[config.mk]
export PLATFORM = sky130hd
export DESIGN_NAME = cbd_front
export DESIGN_NICKNAME = d
export VERILOG_FILES = /design/src/cbd_pkg.sv /design/src/cbd_front.sv
export SDC_FILE = /design/constraint.sdc
export NUM_CORES = 1
export LEC_CHECK = 0
export BUFFER_PORTS_ARGS = -buffer_cell sky130_fd_sc_hd__buf_4
export CAP_MARGIN = 40
export CELL_PAD_IN_SITES_DETAIL_PLACEMENT = 1
export CELL_PAD_IN_SITES_GLOBAL_PLACEMENT = 1
export CORE_UTILIZATION = 40
export DETAILED_ROUTE_END_ITERATION = 12
export PLACE_DENSITY_LB_ADDON = 0.1
export SYNTH_ARGS = -nofsm -noshare
export SYNTH_HDL_FRONTEND = slang
export SYNTH_SLANG_ARGS = --single-unit
[constraint.sdc]
create_clock -name clk -period 3.86 [get_ports clk]
set_clock_uncertainty 0.2 [all_clocks]
set_input_delay 0.772 -clock clk [delete_from_list [all_inputs] [get_ports clk]]
set_output_delay 0.772 -clock clk [all_outputs]
set_load 0.01 [all_outputs]
[src/cbd_pkg.sv]
// shared types and constants of the console cpu bus decoder
package cbd_pkg;

	localparam int WORK_RAM_BYTES = 2048;
	localparam int SAVE_RAM_BYTES = 8192;
	localparam int WRAM_AW        = $clog2(WORK_RAM_BYTES);
	localparam int SRAM_AW        = $clog2(SAVE_RAM_BYTES);
	localparam int QUEUE_DEPTH    = 2;
	localparam int QPTR_W         = $clog2(QUEUE_DEPTH);

	localparam logic [15:0] ADDR_PPU_BASE    = 16'h2000;
	localparam logic [15:0] ADDR_IO_BASE     = 16'h4000;
	localparam logic [15:0] ADDR_OAM_DMA     = 16'h4014;
	localparam logic [15:0] ADDR_PAD_ONE     = 16'h4016;
	localparam logic [15:0] ADDR_PAD_TWO     = 16'h4017;
	localparam logic [15:0] ADDR_CART_BASE   = 16'h4020;
	localparam logic [15:0] ADDR_SAVE_BASE   = 16'h6000;
	localparam logic [15:0] ADDR_ROM_BASE    = 16'h8000;

	localparam logic [9:0] OAM_HOLD_CYCLES = 10'd513;
	localparam logic [7:0] PAD_OPEN_BUS    = 8'h40;

	typedef enum logic [2:0] {
		ROUTE_WRAM    = 3'd0,
		ROUTE_SRAM    = 3'd1,
		ROUTE_PPU     = 3'd2,
		ROUTE_ROM     = 3'd3,
		ROUTE_PAD     = 3'd4,
		ROUTE_MAPPER  = 3'd5,
		ROUTE_IGNORED = 3'd6,
		ROUTE_DMA     = 3'd7
	} route_t;

	// what the back end has to do with an access
	typedef enum logic [2:0] {
		OP_PASS,
		OP_WRAM_RD,
		OP_WRAM_WR,
		OP_SRAM_RD,
		OP_SRAM_WR,
		OP_PAD_RD,
		OP_STROBE_WR
	} op_t;

	typedef struct packed {
		op_t         op;
		route_t      route;
		logic        is_write;
		logic [15:0] addr;
		logic [7:0]  wval;
		logic [7:0]  ext;
		logic [7:0]  pad_one;
		logic [7:0]  pad_two;
	} entry_t;

	typedef struct packed {
		logic clearing;
		logic pop;
	} back_ctrl_t;

endpackage

[src/cbd_front.sv]
// front end: accepts bus accesses, classifies them and queues them
module cbd_front import cbd_pkg::*; (
	input  logic        clk,
	input  logic        arst_n,
	input  logic        s_axis_tvalid,
	output logic        s_axis_tready,
	input  logic [47:0] s_axis_tdata,
	input  logic [0:0]  s_axis_tuser,
	input  back_ctrl_t  ctrl,
	output entry_t      head,
	output logic        head_valid
);

	entry_t            fifo_q [QUEUE_DEPTH];
	logic [QPTR_W-1:0] wr_ptr_q;
	logic [QPTR_W-1:0] rd_ptr_q;
	logic [QPTR_W:0]   count_q;
	entry_t            cls;
	logic              push;
	logic [15:0]       addr;

	assign addr = s_axis_tdata[15:0];

	always_comb begin
		cls          = '0;
		cls.is_write = s_axis_tuser[0];
		cls.addr     = addr;
		cls.wval     = s_axis_tdata[23:16];
		cls.ext      = s_axis_tdata[31:24];
		cls.pad_one  = s_axis_tdata[39:32];
		cls.pad_two  = s_axis_tdata[47:40];
		cls.op       = OP_PASS;
		cls.route    = ROUTE_IGNORED;
		if (!s_axis_tuser[0]) begin
			if (addr >= ADDR_ROM_BASE) begin
				cls.route = ROUTE_ROM;
			end else if (addr >= ADDR_SAVE_BASE) begin
				cls.route = ROUTE_SRAM;
				cls.op    = OP_SRAM_RD;
			end else if (addr < ADDR_PPU_BASE) begin
				cls.route = ROUTE_WRAM;
				cls.op    = OP_WRAM_RD;
			end else if (addr < ADDR_IO_BASE) begin
				cls.route = ROUTE_PPU;
			end else if (addr == ADDR_PAD_ONE || addr == ADDR_PAD_TWO) begin
				cls.route = ROUTE_PAD;
				cls.op    = OP_PAD_RD;
			end
		end else begin
			if (addr < ADDR_PPU_BASE) begin
				cls.route = ROUTE_WRAM;
				cls.op    = OP_WRAM_WR;
			end else if (addr < ADDR_IO_BASE) begin
				cls.route = ROUTE_PPU;
			end else if (addr == ADDR_OAM_DMA) begin
				cls.route = ROUTE_DMA;
			end else if (addr == ADDR_PAD_ONE) begin
				cls.route = ROUTE_PAD;
				cls.op    = OP_STROBE_WR;
			end else if (addr >= ADDR_SAVE_BASE && addr < ADDR_ROM_BASE) begin
				cls.route = ROUTE_SRAM;
				cls.op    = OP_SRAM_WR;
			end else if (addr >= ADDR_CART_BASE) begin
				cls.route = ROUTE_MAPPER;
			end
		end
	end

	assign s_axis_tready = !ctrl.clearing && (count_q != (QPTR_W+1)'(QUEUE_DEPTH));
	assign push          = s_axis_tvalid && s_axis_tready;
	assign head_valid    = (count_q != '0);
	assign head          = fifo_q[rd_ptr_q];

	always_ff @(posedge clk or negedge arst_n) begin
		if (!arst_n) begin
			wr_ptr_q <= '0;
			rd_ptr_q <= '0;
			count_q  <= '0;
		end else begin
			if (push) begin
				wr_ptr_q <= wr_ptr_q + 1'b1;
			end
			if (ctrl.pop) begin
				rd_ptr_q <= rd_ptr_q + 1'b1;
			end
			if (push && !ctrl.pop) begin
				count_q <= count_q + 1'b1;
			end else if (!push && ctrl.pop) begin
				count_q <= count_q - 1'b1;
			end
		end
	end

	always_ff @(posedge clk) begin
		if (push) begin
			fifo_q[wr_ptr_q] <= cls;
		end
	end

endmodule

# [Word-level counts from Yosys, hierarchy flattened]
# Memory sizes are Yosys's and may differ from the RTL's.
# Index checks and enable logic that the tools add are counted.
[totals] ff_bits=4 latch_bits=0 ram_bits=110 romBits=0 in_bits=54 out_inout_bits=57 elab_cells=50 mem_count=1
[memory_table] name="fifo_q" words=2 word_bits=55 rd=1 rd_clocked_by_memory_dff=0 write_ports=1 line_no="cbd_front.sv:14" source="entry_t fifo_q [QUEUE_DEPTH];"
[op_classes] addsub=4 mul=0 div_mod_pow=0 n_lt_le_gt_ge=6 n_eq_ne=4 shift=0 muxes=21 bitwise=0 reduce_logical=11
[op_table] op="16-bit by 15-bit equality test with 1-bit output, second input constant" n=3
[op_table] op="6-bit two-way mux" n=6
[op_table] op="16-bit by 15-bit >= comparator with 1-bit output, second input constant" n=2
[op_table] op="3-bit two-way mux" n=10
[op_table] op="16-bit >= comparator, second input constant" n=1
[op_table] op="16-bit by 14-bit < comparator with 1-bit output, second input constant" n=1
[op_table] op="16-bit by 15-bit < comparator with 1-bit output, second input constant" n=1
[op_table] op="16-bit < comparator, second input constant" n=1
[op_table] op="2-bit two-way mux" n=3
[op_table] op="1-bit logical AND" n=5
[op_table] op="2-bit nonzero test" n=2
[op_table] op="1-bit logical NOT" n=3
[op_table] op="1-bit adder, second input constant" n=2
[op_table] op="2-bit by 1-bit adder with 2-bit output, second input constant" n=1
[op_table] op="1-bit two-way mux" n=2
[op_table] op="2-bit inequality test, second input constant" n=1
[op_table] op="2-bit by 1-bit subtractor with 2-bit output, second input constant" n=1
[op_table] op="1-bit logical OR" n=1

# [Depth between registers and ports, before layout]
# Gate-level depths: netlist (run 1).
[depth] ltp_word=8 depth_mapped=8 mapped_depth_nobuf=8

# [Worst setup path before layout (run 1)]
# OpenSTA, ideal clock, no wires.
[synth_path] path_type="input to register" from="input ctrl[1] in the netlist's numbering" to="memory fifo_q[0][0] in the netlist's numbering, enable pin" setup_ps=468 t_arrival_ps=3520 required_time_ps=3192 slack_ps=-328 path_stages=3 n_path_buf=0 path_cell_list="a21oi_1 nand2_1 nor2_1"
[synth_via] elab_chain_len=5
[synth_lines] element="start, declared" line_no="cbd_front.sv:9" source="input back_ctrl_t ctrl,"
[synth_lines] element="1-bit logical NOT" line_no="cbd_front.sv:69" source="assign s_axis_tready = !ctrl.clearing && (count_q != (QPTR_W+1)'(QUEUE_DEPTH));"
[synth_lines] element="1-bit logical AND" line_no="cbd_front.sv:69"
[synth_lines] element="1-bit logical AND" line_no="cbd_front.sv:70" source="assign push = s_axis_tvalid && s_axis_tready;"
[synth_lines] element="1-bit two-way mux" line_no="cbd_front.sv:95" source="if (push) begin"
[synth_lines] element="1-bit two-way mux (implied by the code)" line_no="cbd_front.sv:96" source="fifo_q[wr_ptr_q] <= cls;"
[synth_lines] element="end, declared" line_no="cbd_front.sv:14"
# No other way between the ends.

==> metrics list, run 1 <==
- GPL Wtd Cong: 0.7060
- The count of pins over their slew limit is 0.
- Summed over all instances, the cell type with the most area after synthesis is sky130_fd_sc_hd__edfxtp_1.
* Post-CTS setup buffers: 0
- Clock share of power: 35.2%
* Share of the core filled with cells: 57.07%
* Maximum vdd ir drop: 0.2861 mV
* Quantity of I/O buffers inserted on ports: 110
* First-pass GRT wire length: 13610 um
- Counting flops and latches in the post-synthesis netlist gives 114.
- Ys async rst share: 3.509%
- The clock tree synthesis step divided the H-tree into 4 levels.
- A synthesized cell averages 20.16 um^2.
- For the worst setup path, the data arrival time is 1.94 ns.
- The routed design could run at a clock period as short as 2.914 ns.
* Fill cell count: 970
* Area taken by multi-input logic gates: 899.6 um^2
- The detail route stage leaves a number of antenna-violating nets equal to 0.
* Slowest-stage cell, CP: sky130_fd_sc_hd__dfrtp_2
- The number of nets in the synthesized netlist is 270.
- Of all nets on the critical path, the largest fanout is 44.
* Floorplan die height: 106.1 um
- The count of final hold-check violations is 0.
* Critical path launch point type: flop
- # rows: 37
* Setup tns final: 0 ns
* Total leakage power: 0.002209 uW
* Total internal power: 3104 uW
- Once the floorplan was initialized, standard cells occupied 41.62% of the core.
- Status: finished clean
- Synth top cells by count: sky130_fd_sc_hd__edfxtp_1, sky130_fd_sc_hd__mux2_2, sky130_fd_sc_hd__clkbuf_1
- Clk pin slew, worst setup/hold paths: 0.05 ns
- By area the synthesized netlist is led by sky130_fd_sc_hd__edfxtp_1, sky130_fd_sc_hd__mux2_2, sky130_fd_sc_hd__dfrtp_1, sky130_fd_sc_hd__xor2_1, sky130_fd_sc_hd__clkbuf_1.
* Total Routing Usage GR: 16.62%
* Top-count cell post-synth: sky130_fd_sc_hd__edfxtp_1
- Diode count: 0
- # Max-Cap Violations: 0
* Register-to-Register Setup Slack: 1.64 ns
- End point of the critical path: head[53]
- Max_slew headroom: 62.68%
* HPWL after detailed placement: 5676 um
- During synthesis, Yosys emitted a total of 0 warnings.
- The region available for standard cell placement spans 10420 um^2.
* Power density relative to cell area: 704.1 nW/um^2
* Part of the total power dissipated in combinational logic: 26.0%
* Total number of cells along the worst setup path: 3
* Launch instance of the worst register-to-register path: count_q[0]$_DFFE_PN0P_
* Via density per instance: 4.896
- The sequential cells in the finished layout cover a total of 3405 um^2.
- Kind of cell adding the most delay to the critical path: flip-flops
- Area grow syn2layout: 37.11%
* Net switching power of the design: 1082 uW
- Among all flip-flop cells after synthesis, the most frequent one is sky130_fd_sc_hd__edfxtp_1.
* Max clock buf depth: 2
- Cell Chain, Critical Path: buf_12 > mux2_2 > buf_4
- Before antenna repair, the detailed router went through 4 iterations.
- The via count of the first global-routing pass came to 2579.
- Sequential cells were found to cover 78.50% of the synthesized design area.
- Top-Level Pins: 111
- Sequential cells burn 38.8% of the power.
- The worst setup path is of the reg -> out kind.
* Routed length per placed instance: 17.99 um
* Ratio of final minimum period to clock period: 75.48%
* Number of clock buffers inserted by TritonCTS: 17
- Net count reported at finish: 396
- Layout cell share with drive strength beyond 1: 57.51%
- Summing over every cut layer, the via total after detailed routing is 2394.
- Slew at the pin closest to its max-slew limit: 0.5585 ns
- Pin count of the biggest net entering global routing: 45
* CTS Sinks: 114
* Type of element capturing the critical path: output pin
- Overall die area: 11260 um^2
* Total global routing overflow: 0
- Share of the synthesized area in the top cell type: 76.19%
- TritonCTS clock tree: built
* DRC violation count after routing: 0
- The endpoint identified for the worst register-to-register timing path is fifo_q[0][1]$_DFFE_PP_.
- RSZ-0062 raised after global routing: no
* Largest stage delay on the critical path: 0.56 ns
- Worst setup path startpoint: rd_ptr_q$_DFFE_PN0P_
* Later-pin clock latency in the skew report: 0.50 ns
* Number of antenna violations at the first check in global routing: 0
- Post-synthesis cell area: 4335 um^2
- Cells after synthesis: 215
- The final layout contains routed wiring with a total length of 8799 um.
- FMAX: 343.2 MHz
- For this block, the initial DRC count from the detailed router was 61.
- In this run switching power makes up 25.84% of total power.
- Critical path buffer and inverter count: 2
- Distinct cells, synth: 34
* Number of flops mapped to enable cells by yosys: 110
* Final setup viols: 0
- The root buffer cell chosen for the clock tree is sky130_fd_sc_hd__clkbuf_8.
- Overall die width: 106.1 um
* Required @ worst endpoint: 2.89 ns
- Cell depth of the worst flop-to-flop path: 5
* Worst hold-check path type: in -> reg
-- worst reg2reg max path, stage by stage, from the launching register on --
cell,delay (ns)
sky130_fd_sc_hd__dfrtp_1,0.42
sky130_fd_sc_hd__inv_1,0.06
sky130_fd_sc_hd__a21oi_1,0.23
sky130_fd_sc_hd__nand2_1,0.18
sky130_fd_sc_hd__nor2_4,0.47
sky130_fd_sc_hd__buf_12,0.32
-- worst min path at each step --
stage	startpoint	to	slack, ns	cells past startpoint
after floorplan	count_q[1]$_DFFE_PN0P_	count_q[1]$_DFFE_PN0P_	0.26	1
after global placement	count_q[1]$_DFFE_PN0P_	count_q[1]$_DFFE_PN0P_	0.27	1
after detailed placement	count_q[1]$_DFFE_PN0P_	count_q[1]$_DFFE_PN0P_	0.28	1
after CTS	s_axis_tdata[37]	fifo_q[1][13]$_DFFE_PP_	0.23	1
after global routing	s_axis_tdata[25]	fifo_q[0][17]$_DFFE_PP_	0.23	1
final	s_axis_tdata[37]	fifo_q[1][13]$_DFFE_PP_	0.25	1
-- cell families (layout without fill, tap and decap cells) --
family / after synthesis / after routing / synth area share, %
adders and majority gates: 1 / 1 / 0.2886
AOI/OAI and AO/OA: 11 / 11 / 1.905
muxes: 56 / 56 / 14.52
buffers and inverters: 10 / 148 / 0.9524
xor gates and xnor gates: 5 / 5 / 1.010
and+or+nand+nor: 18 / 18 / 2.829
DFF: 114 / 114 / 78.50
-- registers in the layout, summed over array words and instances, names as in the netlist --
name,flops
count_q,2
fifo_q,110
rd_ptr_q,1
wr_ptr_q,1
-- power by group through the flow --
| stage | registers [uW] | clock network, uW | logic (uW) |
|---|---|---|---|
| after floorplan | 1610 | 0 | 607 |
| after global placement | 1640 | 0 | 1100 |
| after detailed placement | 1650 | 0 | 1100 |
| after CTS | 1630 | 1510 | 1120 |
| after global routing | 1640 | 1560 | 1170 |
| final | 1620 | 1470 | 1090 |
-- through the flow --
| stage | power, uW | std cells | cell area (um^2) | hold slack (ns) | setup WS [ns] |
|---|---|---|---|---|---|
| final | 4185 | 489 | 5944 | 0.2507 | 0.9463 |
| after global routing | 4367 | 489 | 5944 | 0.2291 | 0.8411 |
| after CTS | 4251 | 489 | 5944 | 0.2265 | 0.8810 |
| after detailed placement | 2753 | 457 | 5371 | 0.2849 | 1.030 |
| after global placement | 2739 | 457 | 5371 | 0.2714 | 1.070 |
| after floorplan | 2216 | 215 | 4338 | 0.2552 | 0.5860 |
-- cells in the final DEF (no fill, tap or decap), drive strengths merged, types with 2 or more instances in the layout --
master    count
buf         113
edfxtp      110
mux2         55
clkbuf       19
clkinv        6
nor2          4
dfrtp         4
inv           3
xor2          3
clkinvlp      3
bufinv        3
a21oi         2
nand3b        2
xnor2         2
or4           2
-- per-layer routing --
| metal | up-vias | GRT usage [%] | wire, um |
|---|---|---|---|
| met5 | - | 0 | 0 |
| met4 | 0 | 7.440 | 108 |
| met3 | 12 | 5.150 | 420 |
| met2 | 64 | 27.97 | 4602 |
| met1 | 1210 | 19.50 | 3668 |
| li1 | 1108 | - | - |
-- final cells by class --
| type | instances | share of cell area [%] |
|---|---|---|
| clock buffers | 19 | 7.093 |
| clock inverters | 12 | 2.378 |
| repair buffers | 114 | 15.07 |
| multi-input cells | 91 | 15.13 |
| flip-flops and latches | 114 | 57.27 |
| inverters | 3 | 0.1894 |
| well taps | 136 | 2.863 |
-- timing repair --
action / in CTS / in global routing
gates resized for setup: 0 / 0
hold endpoints to repair: 4 / 0
hold buffers: 1 / 0
No activity file was read; power rests on OpenSTA's default activity.
==> run 2, diff against run 1 <==
Settings changed: CORE_UTILIZATION 40 to 44.
Clock period 3.86 ns to 2.8 ns, I/O delays scaled along.
==> run 2 against run 1 <==
Compared with the run above: non-clock buffer count grew 3; register-to-register slack worse by 0.72 ns; first-iteration DRC count up 20%; critical path depth unchanged; hold slack got worse by 0.21 ns; sequential power is 36% higher; sequential cell count did not move.
==> metrics list, run 2 (synthesized netlist as in run 1, its figures left out) <==
- The slowest stage of the critical path is the sky130_fd_sc_hd__mux2_2 cell.
- The count of cells resized by post-cts repair is 0 (unchanged).
- The global router's overall resource usage came to 19.59% (+3.0 points).
* Net switching power of the design: 1519 uW (+40%)
- TritonCTS built the clock tree.
- The met3 routed wirelength was 439 um (+4.5%).
- The number of max-cap violations came to 0 (unchanged).
- The average wire length per cell after detail routing came to 19.40 um (+7.8%).
- Pre-antenna DRT Iters: 4 (unchanged)
- The smallest setup slack after layout was 0.2716 ns (-0.6747 ns).
* Peak fanout along the critical path: 28 (-36%)
- The clock network fraction of total power is 37.5% (+2.3 points).
* Number of clock buffers inserted by TritonCTS: 17 (unchanged)
- Largest stage delay on the critical path: 0.41 ns (-0.15 ns)
- Critical path buffer and inverter count: 2 (unchanged)
- RSZ-0062 raised after global routing: no
- Later-pin clock latency in the skew report: 0.50 ns (about the same)
* Via count of the first global-routing pass: 2646 (+2.6%)
- Slew at the pin closest to its max-slew limit: 0.4000 ns (-0.1585 ns)
- The library cell used most frequently in the layout, excluding fill and tap cells, is sky130_fd_sc_hd__buf_4.
- Worst Path Class, Setup: reg -> out
* Pin count of the biggest net entering global routing: 56 (+24%)
* Total leakage power: 0.002247 uW (+1.7%)
- Largest registers: fifo_q x110, count_q x2
- The number of antenna violations at the first check in global routing is 0 (unchanged).
- The worst setup path is captured at an output pin.
* Total internal power: 4447 uW (+43%)
* Starting density of the core: 46.26% (+4.6 points)
* Via density per instance: 5.064 (+3.4%)
* Final count of hold timing violations: 0 (unchanged)
* Final critical-path required period: 2.528 ns
- First-pass GRT wire length: 14290 um (+5.0%)
- Non-filler instance count after layout: 485 (-0.82%)
- The sum of routed wire length over all layers came to 9409 um (+6.9%).
- Total global routing overflow: 0 (unchanged)
- Max clock buf depth: 2 (unchanged)
* Register share of total power: 36.9% (-1.9 points)
- The worst setup path is launched from a flop.
- The share of post-route cells with drive strength above 1 was 58.15% (+0.64 points).
* Floorplan die height: 101.3 um (-4.6%)
- Kind of cell adding the most delay to the critical path: buffers and inverters
- Max-slew violation count: 0 (unchanged)
- The switching part of the total came to 25.46% (-0.39 points).
* Area grow syn2layout: 37.92%
- Register-to-Register Setup Slack: 0.92 ns (-0.72 ns)
- The die area came to 10250 um^2 (-8.9%).
- In the layout the commonest cells are sky130_fd_sc_hd__buf_4, sky130_fd_sc_hd__edfxtp_1, sky130_fd_sc_hd__mux2_2.
- Uppermost routed layer: met4
- The tree is rooted in a sky130_fd_sc_hd__clkbuf_8.
- Register with the most flip-flops: fifo_q
- Setup tns final: 0 ns (unchanged)
* Max_slew headroom: 73.33% (+11 points)
* # rows: 35 (-5.4%)
- Post-placement worst setup slack: 0.2075 ns (-0.8224 ns)
* HPWL after detailed placement: 5640 um (-0.63%)
- The number of remaining DRC errors came to 0 (unchanged).
- The required time of the worst setup path came to 2.04 ns (-0.85 ns).
- The arrival time at the worst endpoint was 1.77 ns (-0.17 ns).
- Based on the critical path, the design can be clocked at up to 395.5 MHz.
* Worst hold-check path type: in -> reg
* Maximum vdd ir drop: 0.5466 mV (+91%)
- The met2 wire length is 4907 um (+6.6%).
- The remaining number of nets flagged by the antenna check after routing is 0 (unchanged).
- The number of DRC violations after detailed-routing iteration 0 is 73 (+20%).
- The core area was 9371 um^2 (-10%).
- The die width came to 101.3 um (-4.6%).
- Counting stages on the worst path, the most repeated cell is sky130_fd_sc_hd__buf_4.
- Clk pin slew, worst setup/hold paths: 0.05 ns (about the same)
- Top-Level Pins: 111 (unchanged)
- Number of H-tree levels: 4 (unchanged)
- Met1 wire length: 3868 um (+5.5%)
- The number of flip-flops in the largest register came to 110 (unchanged).
- The number of buffers added on ports came to 110 (unchanged).
- The cell count after placement is 453 (-0.88%).
* Ratio of final minimum period to clock period: 90.30%
- The critical path goes through buf_4 > mux2_2 > buf_4.
- The worst hold margin is 0.03738 ns (-0.2133 ns).
- The number of vias after detailed routing came to 2456 (+2.6%).
- Diode count: 0 (unchanged)
- CTS Sinks: 114 (unchanged)
- GPL Wtd Cong: 0.6803 (-3.6%)
- Net count reported at finish: 399 (+0.76%)
* Part of the total power dissipated in combinational logic: 25.6% (-0.4 points)
- Final setup viols: 0 (unchanged)
- Fill cell count: 860 (-11%)
* Power density relative to cell area: 997.8 nW/um^2 (+42%)
- The run finished with clean final reports.
run 2: cell types whose count changed in the layout (fill, tap and decap cells not counted):
cell / previous run / this run
sky130_fd_sc_hd__clkinv_2: 5 / 6
sky130_fd_sc_hd__clkinvlp_4: 3 / 1
sky130_fd_sc_hd__clkbuf_1: 2 / 1
sky130_fd_sc_hd__buf_12: 3 / 1
sky130_fd_sc_hd__bufinv_16: 3 / 5
sky130_fd_sc_hd__buf_4: 110 / 115
run 2: worst register-to-register path: cells and delay by family (launching register included):
kind            cells  cell delay [ns]
buf+inv             2             0.42
compound gates      1             0.19
flops               1             0.41
simple gates        2             0.29
run 2: routing by layer:
metal | global-route usage, % | up-vias
met5 | 0 | -
li1 | - | 1112
met1 | 22.97 | 1251
met2 | 33.12 | 78
met4 | 10.48 | 0
met3 | 5.176 | 15
run 2: repair_timing:
item | in CTS | in global routing
buffers inserted | 0 | 0
endpoints found under the setup margin | 0 | 0
endpoints found under the hold margin | 4 | 0
hold buffers | 1 | 0
run 2: area by class of cell:
type	instances	area (um^2)	area share [%]
flip-flops and latches	114	3405	56.94
multi-input cells	91	899.6	15.05
repair buffers	117	893.4	14.94
clock buffers	18	417.9	6.989
clock inverters	13	191.4	3.202
well taps	129	161.4	2.699
inverters	3	11.26	0.1883
run 2: per-stage QoR:
| stage | total power [uW] | cell area (um^2) | util (%) |
|---|---|---|---|
| 2_1_floorplan | 3054 | 4344 | - |
| 3_3_place_gp | 3751 | 5360 | 57.20 |
| 3_5_place_dp | 3775 | 5360 | 57.20 |
| 4_1_cts | 6052 | 5979 | 63.81 |
| 5_1_grt | 6198 | 5979 | 63.81 |
| 6_report | 5966 | 5979 | 63.81 |
run 2: power groups by stage:
stage | clock [uW] | combinational (uW) | sequential, uW
after floorplan | 0 | 839 | 2210
after global placement | 0 | 1530 | 2220
after detailed placement | 0 | 1540 | 2240
after CTS | 2290 | 1560 | 2210
after global routing | 2340 | 1630 | 2220
final | 2240 | 1530 | 2200
run 2: worst paths after layout:
path,from,end,depth (start not counted)
max,rd_ptr_q$_DFFE_PN0P_,head[52],3
min,s_axis_tdata[25],fifo_q[0][17]$_DFFE_PP_,1
max reg2reg,count_q[0]$_DFFE_PN0P_,fifo_q[0][54]$_DFFE_PP_,5
min reg2reg,count_q[1]$_DFFE_PN0P_,count_q[1]$_DFFE_PN0P_,1
max in group asynchronous,arst_n,rd_ptr_q$_DFFE_PN0P_,2
min in group asynchronous,arst_n,count_q[1]$_DFFE_PN0P_,2
==> run 3, diff against run 2 <==
Settings changed: ABC_AREA set to 1, BUFFER_PORTS_ARGS -buffer_cell sky130_fd_sc_hd__buf_4 to -buffer_cell sky130_fd_sc_hd__buf_2.
==> run 3 against run 2 <==
Compared with the run above: total power is 10% lower; count of clock-buffer cells in the layout stayed put; synthesized cell count is 19% higher; cell area is 3.7% lower; non-clock buffer count is 2 higher; wire length is 8.9% lower; critical path type unchanged; critical endpoint is now head[54]; largest cell class unchanged.
==> metrics list, run 3 <==
- CTS Sinks: 114 (unchanged)
- Routed wire length: 8571 um (-8.9%)
- Data arrival time at the worst-slack endpoint: 1.88 ns (+0.11 ns)
- Placed insts: 499 (+10%)
- Max_slew headroom: 65.12% (-8.2 points)
* Max-slew violation count: 0 (unchanged)
- Number of vias in the routed layout: 2577 (+4.9%)
- The average wire length per cell after detail routing came to 16.05 um (-17%).
- The die width was 102.7 um (+1.4%).
- The remaining number of nets flagged by the antenna check after routing is 0 (unchanged).
- Part of the total power dissipated in combinational logic: 23.5% (-2.1 points)
- The number of iterations in the first detailed-routing pass came to 5 (+1).
- DRC violation count after routing: 0 (unchanged)
- Leaving out fill and tap cells, the most frequent cells in the layout are sky130_fd_sc_hd__edfxtp_1, sky130_fd_sc_hd__buf_2, sky130_fd_sc_hd__mux2_1.
* Seq/Total Area, Yosys: 76.32% (-2.2 points)
- Final critical-path required period: 2.643 ns (+0.1144 ns)
- STA classifies the critical path startpoint as a flop.
- The multi-input gate area in the final layout is 937.1 um^2 (+4.2%).
- The net switching power is 1504 uW (-0.97%).
* Worst hold-check path type: in -> reg
* Post-cts hold buffer count: 1 (unchanged)
- The peak supply drop was 0.4314 mV (-21%).
- The number of buffers added on ports was 110 (unchanged).
* Via density per instance: 4.826 (-4.7%)
- The pin count of the biggest net entering global routing was 38 (-32%).
* Total internal power: 3867 uW (-13%)
- Ratio of final minimum period to clock period: 94.39% (+4.1 points)
* Share of the synthesized area in the top cell type: 74.07% (-2.1 points)
- GPL Wtd Cong: 0.8387 (+23%)
- The cell area after technology mapping came to 4459 um^2 (+2.9%).
- Area grow syn2layout: 29.07%
* HPWL after detailed placement: 5753 um (+2.0%)
- The number of inserted filler cells in the final layout came to 987 (+15%).
- Sorting the synthesized cells by area gives the leading types as sky130_fd_sc_hd__edfxtp_1, sky130_fd_sc_hd__mux2_1, sky130_fd_sc_hd__mux2_2, sky130_fd_sc_hd__dfrtp_1, sky130_fd_sc_hd__inv_1.
- RSZ-0062 raised after global routing: no
- Synth top cells by count: sky130_fd_sc_hd__edfxtp_1, sky130_fd_sc_hd__mux2_1, sky130_fd_sc_hd__inv_1
- The clock slew seen by the registers of the worst setup and hold paths came to 0.06 ns (about the same).
* Flip-flop count of the largest register, all copies and words added: 110 (unchanged)
- TritonCTS clock tree: built
* Layout cell share with drive strength beyond 1: 42.39% (-16 points)
- The average size of a mapped cell was 17.42 um^2 (-14%).
* Top-Level Pins: 111 (unchanged)
- The largest registers in the layout are fifo_q x110, count_q x2.
* Overall die area: 10540 um^2 (+2.8%)
* Ys async rst share: 3.509% (unchanged)
- Among all flip-flop cells after synthesis, the most frequent one is sky130_fd_sc_hd__edfxtp_1.
* Setup tns final: 0 ns (unchanged)
- The flop and latch count out of synthesis came to 114 (unchanged).
- Max clock buf depth: 2 (unchanged)
* Cells after synthesis: 256 (+19%)
* Sequential cell area: 3405 um^2 (unchanged)
* Number of H-tree levels: 4 (unchanged)
- Switch share: 28.00% (+2.5 points)
- The number of inserted diodes came to 0 (unchanged).
* Number of clock buffers inserted by TritonCTS: 17 (unchanged)
* # Max-Cap Violations: 0 (unchanged)
- Initial DRC count: 44 (-40%)
- The instance area after placement is 5182 um^2 (-3.3%).
- Total global routing overflow: 0 (unchanged)
* Ys Warns: 0 (unchanged)
* Post-CTS setup buffers: 0 (unchanged)
* Number of antenna violations at the first check in global routing: 0 (unchanged)
- Register share of total power: 40.8% (+3.9 points)
* Worst Path Class, Setup: reg -> out
- Later-pin clock latency in the skew report: 0.51 ns (about the same)
- The number of standard cells in the final layout excluding fillers was 534 (+10%).
- The global router's overall resource usage was 16.99% (-2.6 points).
- The number of synthesized flops with an enable pin was 110 (unchanged).
- The summed area of non-filler cells in the final layout came to 5756 um^2 (-3.7%).
- Peak fanout along the critical path: 37 (+32%)
- Starting density of the core: 45.41% (-0.85 points)
- The power per unit of standard cell area is 933.3 nW/um^2 (-6.5%).
* Total leakage power: 0.002241 uW (-0.26%)
* Final count of hold timing violations: 0 (unchanged)
- The achievable clock frequency is 378.4 MHz (-4.3%).
- The required time of the worst setup path came to 2.04 ns (about the same).
- The number of distinct library cells after synthesis came to 23 (-32%).
- Type of element capturing the critical path: output pin
- Final setup viols: 0 (unchanged)
* Slew at the pin closest to its max-slew limit: 0.5231 ns (+0.1232 ns)
- Counting flops per register, the top entry is fifo_q.
* Total nets after synthesis: 311 (+15%)
- The clock network fraction of total power came to 35.7% (-1.8 points).
- The die boundary height is 102.7 um (+1.4%).
- # rows: 36 (+2.9%)
- The synthesized design spends more area on one cell type than any other, namely sky130_fd_sc_hd__edfxtp_1.
- The root buffer cell chosen for the clock tree is sky130_fd_sc_hd__clkbuf_8.
- First-pass GRT wire length: 12530 um (-12%)
- The flow ran to the end, and the final reports show no timing, DRC or antenna violations.
* Area of the core: 9819 um^2 (+4.8%)
* Total design power: 5372 uW (-10%)
- Top-count cell post-synth: sky130_fd_sc_hd__edfxtp_1
* Net count reported at finish: 443 (+11%)
- PostCTS Resize Cnt: 0 (unchanged)
- Via count of the first global-routing pass: 2618 (-1.1%)
run 3: worst paths after layout:
check | end | slack (ns) | startpoint | cells past startpoint
worst max-delay path | head[54] | 0.16 | rd_ptr_q$_DFFE_PN0P_ | 3
worst min-delay path | fifo_q[1][25]$_DFFE_PP_ | 0.03 | s_axis_tdata[17] | 1
worst max register to register | fifo_q[1][0]$_DFFE_PP_ | 0.73 | count_q[0]$_DFFE_PN0P_ | 5
worst min register to register | count_q[0]$_DFFE_PN0P_ | 0.29 | count_q[0]$_DFFE_PN0P_ | 1
max in group asynchronous | rd_ptr_q$_DFFE_PN0P_ | 2.07 | arst_n | 2
min in group asynchronous | wr_ptr_q$_DFFE_PN0P_ | 0.19 | arst_n | 2
run 3: cell families after synthesis:
logic type	count (synthesis)	share of synthesized area, %
flops	114	76.32
mux	55	13.89
simple gates	46	4.658
buf+inv	27	3.002
compound gates	9	1.066
xor+xnor	4	0.7858
fa+ha+maj	1	0.2805
run 3: critical path: stages (launching register included):
cell	delay, ns
sky130_fd_sc_hd__dfrtp_2	0.35
sky130_fd_sc_hd__buf_4	0.44
sky130_fd_sc_hd__mux2_1	0.40
sky130_fd_sc_hd__buf_2	0.15
run 3: layout make-up:
type,count,area share (%)
flip-flops and latches,114,59.15
multi-input cells,115,16.28
repair buffers,119,10.87
clock buffers,18,7.435
well taps,133,2.891
clock inverters,14,2.000
inverters,21,1.370
run 3: routing by layer:
layer / vias up / share of wire (%) / GRT usage [%]
li1: 1214 / - / -
met1: 1272 / 40 / 17.77
met2: 83 / 54 / 29.54
met3: 8 / 5.0 / 7.254
met4: 0 / 1.2 / 7.912
met5: - / 0 / 0
run 3: power groups by stage:
stage	registers, uW	logic (uW)	clock network, uW
floorplan	2210	838	0
global placement	2210	1270	0
detailed placement	2220	1280	0
CTS	2190	1300	1960
global route	2210	1380	2030
finish	2190	1260	1920
run 3: per-stage QoR:
stage / hold WS [ns] / setup slack, ns / util (%)
6_report: 0.03422 / 0.1572 / 58.61
5_1_grt: 0.001491 / 0.04526 / 58.61
4_1_cts: 0.008253 / 0.1151 / 58.41
3_5_place_dp: 0.1722 / 0.6129 / 52.78
3_3_place_gp: 0.1737 / 0.6523 / 52.78
2_1_floorplan: 0.06441 / -0.2703 / -
